<file path="config.mk">
export PLATFORM = sky130hd
export DESIGN_NAME = tpwm_div_chain
export DESIGN_NICKNAME = d
export VERILOG_FILES = /design/src/hw/rtl/tpwm_div_cell.sv /design/src/hw/rtl/tpwm_div_chain.sv
export SDC_FILE = /design/constraint.sdc
export NUM_CORES = 2
export LEC_CHECK = 0
export BUFFER_PORTS_ARGS = -buffer_cell sky130_fd_sc_hd__buf_2
export CAP_MARGIN = 20
export CORE_ASPECT_RATIO = 0.5
export CORE_MARGIN = 2
export CORE_UTILIZATION = 60
export DETAILED_ROUTE_END_ITERATION = 6
export GPL_TIMING_DRIVEN = 0
export PLACE_DENSITY_LB_ADDON = 0.2
export RECOVER_POWER = 100
export SYNTH_ARGS = -nofsm -noshare
export SYNTH_HDL_FRONTEND = slang
export SYNTH_SLANG_ARGS = --single-unit
</file>
<file path="constraint.sdc">
create_clock -name i_clk -period 4 [get_ports i_clk]
set_input_delay 0.6 -clock i_clk [delete_from_list [all_inputs] [get_ports i_clk]]
set_output_delay 0.6 -clock i_clk [all_outputs]
set_load 0.02 [all_outputs]
</file>
<file path="src/hw/rtl/tpwm_div_cell.sv">
// ----------------------------------------------------------------------------
// tpwm_div_cell
// One restoring-division cell: resolves one quotient bit per item.
// ----------------------------------------------------------------------------
module tpwm_div_cell #(
    parameter int NW  = 30,
    parameter int DW  = 33,
    parameter int SBW = 1,
    parameter int BIT = 0
) (
    input  logic           i_clk,
    input  logic           i_rst_n,
    input  logic           i_en,
    input  logic           i_valid,
    input  logic [NW-1:0]  i_num,
    input  logic [DW-1:0]  i_den,
    input  logic [DW-1:0]  i_rem,
    input  logic [NW-1:0]  i_quot,
    input  logic [SBW-1:0] i_sb,
    output logic           o_valid,
    output logic [NW-1:0]  o_num,
    output logic [DW-1:0]  o_den,
    output logic [DW-1:0]  o_rem,
    output logic [NW-1:0]  o_quot,
    output logic [SBW-1:0] o_sb
);
    logic [DW:0]    w_trial;
    logic [DW:0]    w_diff;
    logic           w_ge;
    logic [NW-1:0]  n_quot;
    logic [DW-1:0]  n_rem;
    logic           r_valid;
    logic [NW-1:0]  r_num;
    logic [DW-1:0]  r_den;
    logic [DW-1:0]  r_rem;
    logic [NW-1:0]  r_quot;
    logic [SBW-1:0] r_sb;

    assign w_trial = {i_rem, i_num[BIT]};
    assign w_diff  = w_trial - {1'b0, i_den};
    assign w_ge    = (w_trial >= {1'b0, i_den});

    always_comb begin
        n_quot      = i_quot;
        n_quot[BIT] = w_ge;
        n_rem       = w_ge ? w_diff[DW-1:0] : w_trial[DW-1:0];
    end

    always_ff @(posedge i_clk) begin
        if (!i_rst_n) begin
            r_valid <= 1'b0;
        end else if (i_en) begin
            r_valid <= i_valid;
        end
    end

    always_ff @(posedge i_clk) begin
        if (i_en) begin
            r_num  <= i_num;
            r_den  <= i_den;
            r_rem  <= n_rem;
            r_quot <= n_quot;
            r_sb   <= i_sb;
        end
    end

    assign o_valid = r_valid;
    assign o_num   = r_num;
    assign o_den   = r_den;
    assign o_rem   = r_rem;
    assign o_quot  = r_quot;
    assign o_sb    = r_sb;
endmodule

</file>
<file path="src/hw/rtl/tpwm_div_chain.sv">
// ----------------------------------------------------------------------------
// tpwm_div_chain
// Row of division cells, most significant quotient bit first.
// ----------------------------------------------------------------------------
module tpwm_div_chain #(
    parameter int NW  = 30,
    parameter int DW  = 33,
    parameter int SBW = 1
) (
    input  logic           i_clk,
    input  logic           i_rst_n,
    input  logic           i_en,
    input  logic           i_valid,
    input  logic [NW-1:0]  i_num,
    input  logic [DW-1:0]  i_den,
    input  logic [SBW-1:0] i_sb,
    output logic           o_valid,
    output logic [NW-1:0]  o_quot,
    output logic [SBW-1:0] o_sb
);
    logic [NW:0]            w_valid;
    logic [NW:0][NW-1:0]    w_num;
    logic [NW:0][DW-1:0]    w_den;
    logic [NW:0][DW-1:0]    w_rem;
    logic [NW:0][NW-1:0]    w_quot;
    logic [NW:0][SBW-1:0]   w_sb;

    assign w_valid[0] = i_valid;
    assign w_num[0]   = i_num;
    assign w_den[0]   = i_den;
    assign w_rem[0]   = '0;
    assign w_quot[0]  = '0;
    assign w_sb[0]    = i_sb;

    for (genvar k = 0; k < NW; k++) begin : g_cell
        tpwm_div_cell #(
            .NW  (NW),
            .DW  (DW),
            .SBW (SBW),
            .BIT (NW - 1 - k)
        ) u_cell (
            .i_clk   (i_clk),
            .i_rst_n (i_rst_n),
            .i_en    (i_en),
            .i_valid (w_valid[k]),
            .i_num   (w_num[k]),
            .i_den   (w_den[k]),
            .i_rem   (w_rem[k]),
            .i_quot  (w_quot[k]),
            .i_sb    (w_sb[k]),
            .o_valid (w_valid[k+1]),
            .o_num   (w_num[k+1]),
            .o_den   (w_den[k+1]),
            .o_rem   (w_rem[k+1]),
            .o_quot  (w_quot[k+1]),
            .o_sb    (w_sb[k+1])
        );
    end

    assign o_valid = w_valid[NW];
    assign o_quot  = w_quot[NW];
    assign o_sb    = w_sb[NW];
endmodule

</file>
-- Word level (Yosys, flattened, before mapping)
Cells that the tools add are included.
- flip-flop bits (word level): 2874
- input port bits: 68
- output and inout port bits: 32
- word-level logic and storage cells: 266
- add/sub/neg operators: 29
- magnitude comparators: 30
- muxes and demuxes: 29
- operator list (kind ; number):
    >= comparator 34 x 33 -> 1 bit ; 29
    two-way mux 33 bit ; 28
    subtractor 33 bit ; 28
    >= comparator 1 x 33 -> 1 bit ; 1
    subtractor 1 x 33 -> 33 bit ; 1
    two-way mux 1 bit ; 1

-- Logic depth before layout (Yosys ltp)
- depth after elaboration: 2
- gate-level depth with buffers: 18
- gate-level depth less buffers: 16

-- Hierarchy
From an unflattened synthesis, not the netlist that was laid out.
- cell total of the unflattened synthesis: 14883
- area total of the unflattened synthesis: 187484.8 µm²
- modules (own cells, without submodules) (module ; instances ; cells an instance ; area each (µm²) ; sequential area each (µm²)):
    tpwm_div_cell (g_cell[12].u_cell ...) ; 23 ; 497 ; 6239.7 ; 3833.7
    tpwm_div_cell (g_cell[0].u_cell ...) ; 7 ; 493 ; 6281.0 ; 3833.7
    tpwm_div_chain ; 1 ; 1 ; 3.8 ; 0.0

-- Worst setup path before layout
Ideal clock, no wire load.
- path kind: register to register
- start point: reg g_cell[16].u_cell.r_num[12]
- end point: reg g_cell[17].u_cell.r_rem[10] (data pin)
- library setup time: 260 ps
- arrival time: 3451 ps
- data required time: 3740 ps
- path slack: 288 ps
- stages on the path, launching flop included: 18
- path buffers: 2
- period minus slack after synthesis: 3712 ps
- cell sequence: edfxtp_1 > inv_1 > ha_1 > inv_1 > fa_1 > a21o_1 > nor2b_1 > o311a_1 > o21ai_2 > o31ai_1 > a21oi_2 > o31a_4 > o21ai_2 > a221o_1 > a211o_1 > buf_6 > buf_12 > mux2_4
- longest elaborated chain between the ends: 2
- elaborated cells between the ends (all ways): 3
- those cells by class: 1 x add/sub; 1 x order compare; 1 x mux
- ends and longest elaborated chain (element ; line ; RTL):
    from (decl) ; tpwm_div_cell.sv:33 ; logic [NW-1:0] r_num;
    from (signal assigned) ; tpwm_div_cell.sv:59 ; r_num <= i_num;
    subtractor 33 bit or >= comparator 34 x 33 -> 1 bit (tied branches) ; tpwm_div_cell.sv:40, tpwm_div_cell.sv:41 ;
    two-way mux 33 bit (*) ; tpwm_div_cell.sv:46 ; n_rem = w_ge ? w_diff[DW-1:0] : w_trial[DW-1:0];
    via g_cell[17].u_cell.n_rem[10] ; tpwm_div_cell.sv:31 ; logic [DW-1:0] n_rem;
    to (signal assigned) ; tpwm_div_cell.sv:61 ; r_rem <= n_rem;
    to (decl) ; tpwm_div_cell.sv:35 ; logic [DW-1:0] r_rem;
Mark *: on every way through the listed nets, which the timed path passes. The rest lies on a longest branch.
A chain may end at the register's enable or synchronous reset.

-- Final worst setup path
- start point: in i_den[5]
- end point: reg g_cell[0].u_cell.r_rem[0] (data pin)
- longest elaborated chain between the ends: 2
- ends and longest elaborated chain (element ; line ; RTL):
    from (decl) ; tpwm_div_chain.sv:15 ; input logic [DW-1:0] i_den,
    >= comparator 1 x 33 -> 1 bit ; tpwm_div_cell.sv:41 ; assign w_ge = (w_trial >= {1'b0, i_den});
    via g_cell[0].u_cell.w_ge ; tpwm_div_cell.sv:29 ; logic w_ge;
    two-way mux 1 bit ; tpwm_div_cell.sv:46 ;
    via g_cell[0].u_cell.n_rem[0] ; tpwm_div_cell.sv:31 ;
    to (signal assigned) ; tpwm_div_cell.sv:61 ;
    to (decl) ; tpwm_div_cell.sv:35 ;
The timed path passes the listed nets, and every way through them passes these cells.

==> results.toml <==
[detailed_routing]
detail-route-antenna-nets = 0
first_pass_iters = 7
wl_per_cell_um = 20.56
drt_iter0_markers = 5845
post-route-drc-count = 2
vias = 94130
viasPerCell = 5.804
routed_wl_mm = 333.4

[synth]
yosysTopAreaCell = "edfxtp_1"
yosysWarnings = 0
synth.area.top_cells = "edfxtp_1 (58%), ha_1 (8.2%), a21oi_1 (3.8%), inv_1 (3.1%), xnor2_1 (2.8%)"
async_reset_ff_share_pct = 0
netlist.area_leader.share_pct = 58.47
avgSynthCellArea_um2 = 11.97
synthesis.nets = 13260
synth_edf_count = 2844
synth_seq_area_share_pct = 58.88
synth_commonest_cells = "edfxtp_1 (2844), inv_1 (1205), a21oi_1 (1111)"
ys_ff_latch = 2874
synth_top_flop_cell = "edfxtp_1"
synth_area_um2 = 146100
synth_most_common_cell = "edfxtp_1"
yosysUniqueCellTypes = 99
synthCells = 12200

[power]
internal_power_mw = 82.16
p_leak_nw = 65.42
comb_power_share_pct = 45.7
pwr-share-seq_pct = 35.4
p_total_mw = 132.2
net-switching-power_mw = 50.06
p_sw_share_pct = 37.86
p_per_area_nw_per_um2 = 809.4
p_clk_share_pct = 18.9
peakVddDrop_v = 0.0003983

[hold_path]
hold_class = "input pin to flop"
min_from = "i_rst_n"
worst_hold_path.num_cells = 2

[setup_path]
path_depth = 9
rr_worst_depth = 14
crit_required_ps = 4620
critPathMaxStageDelay_ps = 970
crit_chain = "dlygate4sd3_1 > clkbuf_1 > nor4_1 > nand4_1 > nor2_1 > nor4b_1 > o21a_1 > clkbuf_1 > mux2i_1"
crit_family = "simple AND/OR/NAND/NOR gates"
crit_arrival_ps = 4790
slowest_stage = "nor4b_1"
r2r_start = "g_cell[1].u_cell.o_rem[25]"
startpoint = "i_den[5]"
path_class = "input pin to flop"
crit_buf_inv = 3
startpoint_type = "input pin"
crit_top_cell = "clkbuf_1"
worstSetupEndpointType = "flop"
critPathMaxFanout = 10

[clock_network]
clockRootBuffer = "clkbuf_16"
cts_buffers = 266
numClockSinks = 2874
cts.reportedPaths.clkPinSlew_ps = 70
cts_tree = "yes"
worstSkewPairLatency_ps = 870
clk_path_buf_depth = 4
htree_levels = 5

[cells_and_area]
finalNonFillerCells = 16220
final_cell_area_um2 = 163400
diodes = 0
drive_gt1_share_pct = 9.422
synthToLayoutAreaGrowth_pct = 11.85
fin_util_pct = 67.81
fin_nets = 13850

[floorplan]
die_y_um = 352.9
ioPinCount = 100
die_w_um = 701.8
die-area_um2 = 247600
rows = 127
core-area_um2 = 240900
start_util_pct = 60.63

[sta]
finalSetupTns_ps = -6301
fin_skew_ps = 51.17
rsz0062_at_grt = "true"
relSlewSlack_pct = -108.1
finalMaxSlewViolations = 881
final-hold-violation-count = 0
setup_ws_ps = -176.1
setup_viol = 141
fmax_ghz = 0.2395
fin_crit_ps = 4176
worst_pin_slew_ps = 3121
fin_crit_sh_pct = 104.4
holdWs_ps = 124.1

[global_route]
globalRouteTotalUtil_pct = 26.15
grt-ovfl-total = 0
grt_pass1_wl_mm = 506.1
grt_max_degree = 184
antenna_found_initial = 1
grt_pass1_vias = 95330

[place]
dpl.hpwl_mm = 242.7
gp_congestion = 0.9635
port_buffers = 98
dp_slack_ps = -3746
dpl.cell_count = 15550
dpl_cell_area_um2 = 151100

[status]
violations = "DRC, capacitance limit, slew limit, setup timing"
status = "finished with violations"

[job]
cap_violations = 10
==> cells by family after synthesis <==
family          count (synthesis)  synth area share, %
mux                           249                1.956
simple gates                 2524                8.048
xor+xnor                      797                4.779
compound gates               3288                13.84
fa+ha+maj                     987                8.599
flops                        2874                58.88
buf+inv                      1484                3.897
==> layout make-up <==
type	count	area, um2
repair buffers	336	2914
inverters	1207	4541
flip-flops and latches	2874	86000
clock inverters	132	1315
fillers	17270	77540
multi-input cells	7846	55900
plain buffers	267	1639
clock buffers	329	7012
well taps	3225	4035
==> worst paths after layout <==
kind	endpoint	slack, ps
max	g_cell[0].u_cell.o_rem[0]	-180
max reg2reg	g_cell[2].u_cell.o_rem[29]	-150
min reg2reg	g_cell[26].u_cell.o_quot[28]	400
min	g_cell[1].u_cell.o_valid	120
==> power by group through the flow <==
stage                     Combinational (mW)  Sequential [mW]  Clock [mW]
after detailed placement                55.5             47.2           0
after CTS                               58.3             46.6        25.4
after floorplan                         41.3             45.7           0
after global placement                  54.0             49.2           0
after global routing                    66.1             47.4        26.6
final                                   60.5             46.8        25.0
==> metal layers <==
layer / track usage, % / wire length (um) / vias to the layer above / share of wire (%)
li1: - / - / 45960 / -
met1: 24.81 / 112000 / 44840 / 34
met2: 51.57 / 183100 / 2294 / 55
met3: 2.959 / 10250 / 1039 / 3.1
met4: 18.83 / 28050 / 0 / 8.4
met5: 0 / 0 / - / 0
==> cell usage in the layout, fill, tap and decap left out, types with 31 or more instances in the layout <==
cell           synthesis  final
a211oi_1              81     73
a21boi_0              34     32
a21o_1               482    482
a21oi_1             1111   1067
a21oi_2                5     42
a31oi_1              107     96
and2_1                41     40
and3_1               112    111
buf_2                 52     54
buf_4                  0    126
buf_6                  1     31
clkbuf_1             212    244
clkbuf_16              0    275
clkbuf_2               0     56
clkinv_1               0     39
clkinv_2               0     36
dlygate4sd3_1          0     63
edfxtp_1            2844   2844
ha_1                 959    950
inv_1               1205   1196
mux2_2               177    175
mux2_4                28     31
mux2i_1               42     42
nand2_1              843    841
nand2b_1             127    126
nand3_1              162    162
nand4_1              144    144
nor2_1               693    665
nor2b_1              148    145
nor3_1               100     94
nor4_1                36     33
o211ai_1              36     36
o21a_1                86     82
o21ai_0              798    764
o21ai_1               38     41
o21bai_1             157    152
o31ai_1               56     48
xnor2_1              470    470
xor2_1               327    327
==> worst reg2reg max path, stage by stage, from the launching register on <==
cell and delay, ps:
edfxtp_1 410, ha_1 300, clkbuf_1 290, and4_1 310, and3_1 500, nand4_1 270, nor4_4 460, a31oi_1 260
nand2_1 140, a211oi_2 100, o21a_2 190, clkbuf_8 210, buf_4 240, nand2_1 100, o21ai_0 100
==> timing repair <==
item                       4_1_cts  5_1_grt
hold buffers                    63        0
gates resized for setup        350      309
gates cloned                    18        6
buffers inserted                75       55
setup endpoints to repair     2164     1031
hold endpoints to repair        63        0
pin swaps                       63       86
==> flip-flops by register name, summed over array words and instances (netlist names) <==
name,count
g_cell.u_cell.o_quot,465
g_cell.u_cell.o_rem,957
g_cell.u_cell.o_sb,30
g_cell.u_cell.o_valid,30
g_cell.u_cell.o_num,435
g_cell.u_cell.o_den,957
No activity file was read; power rests on OpenSTA's default activity.
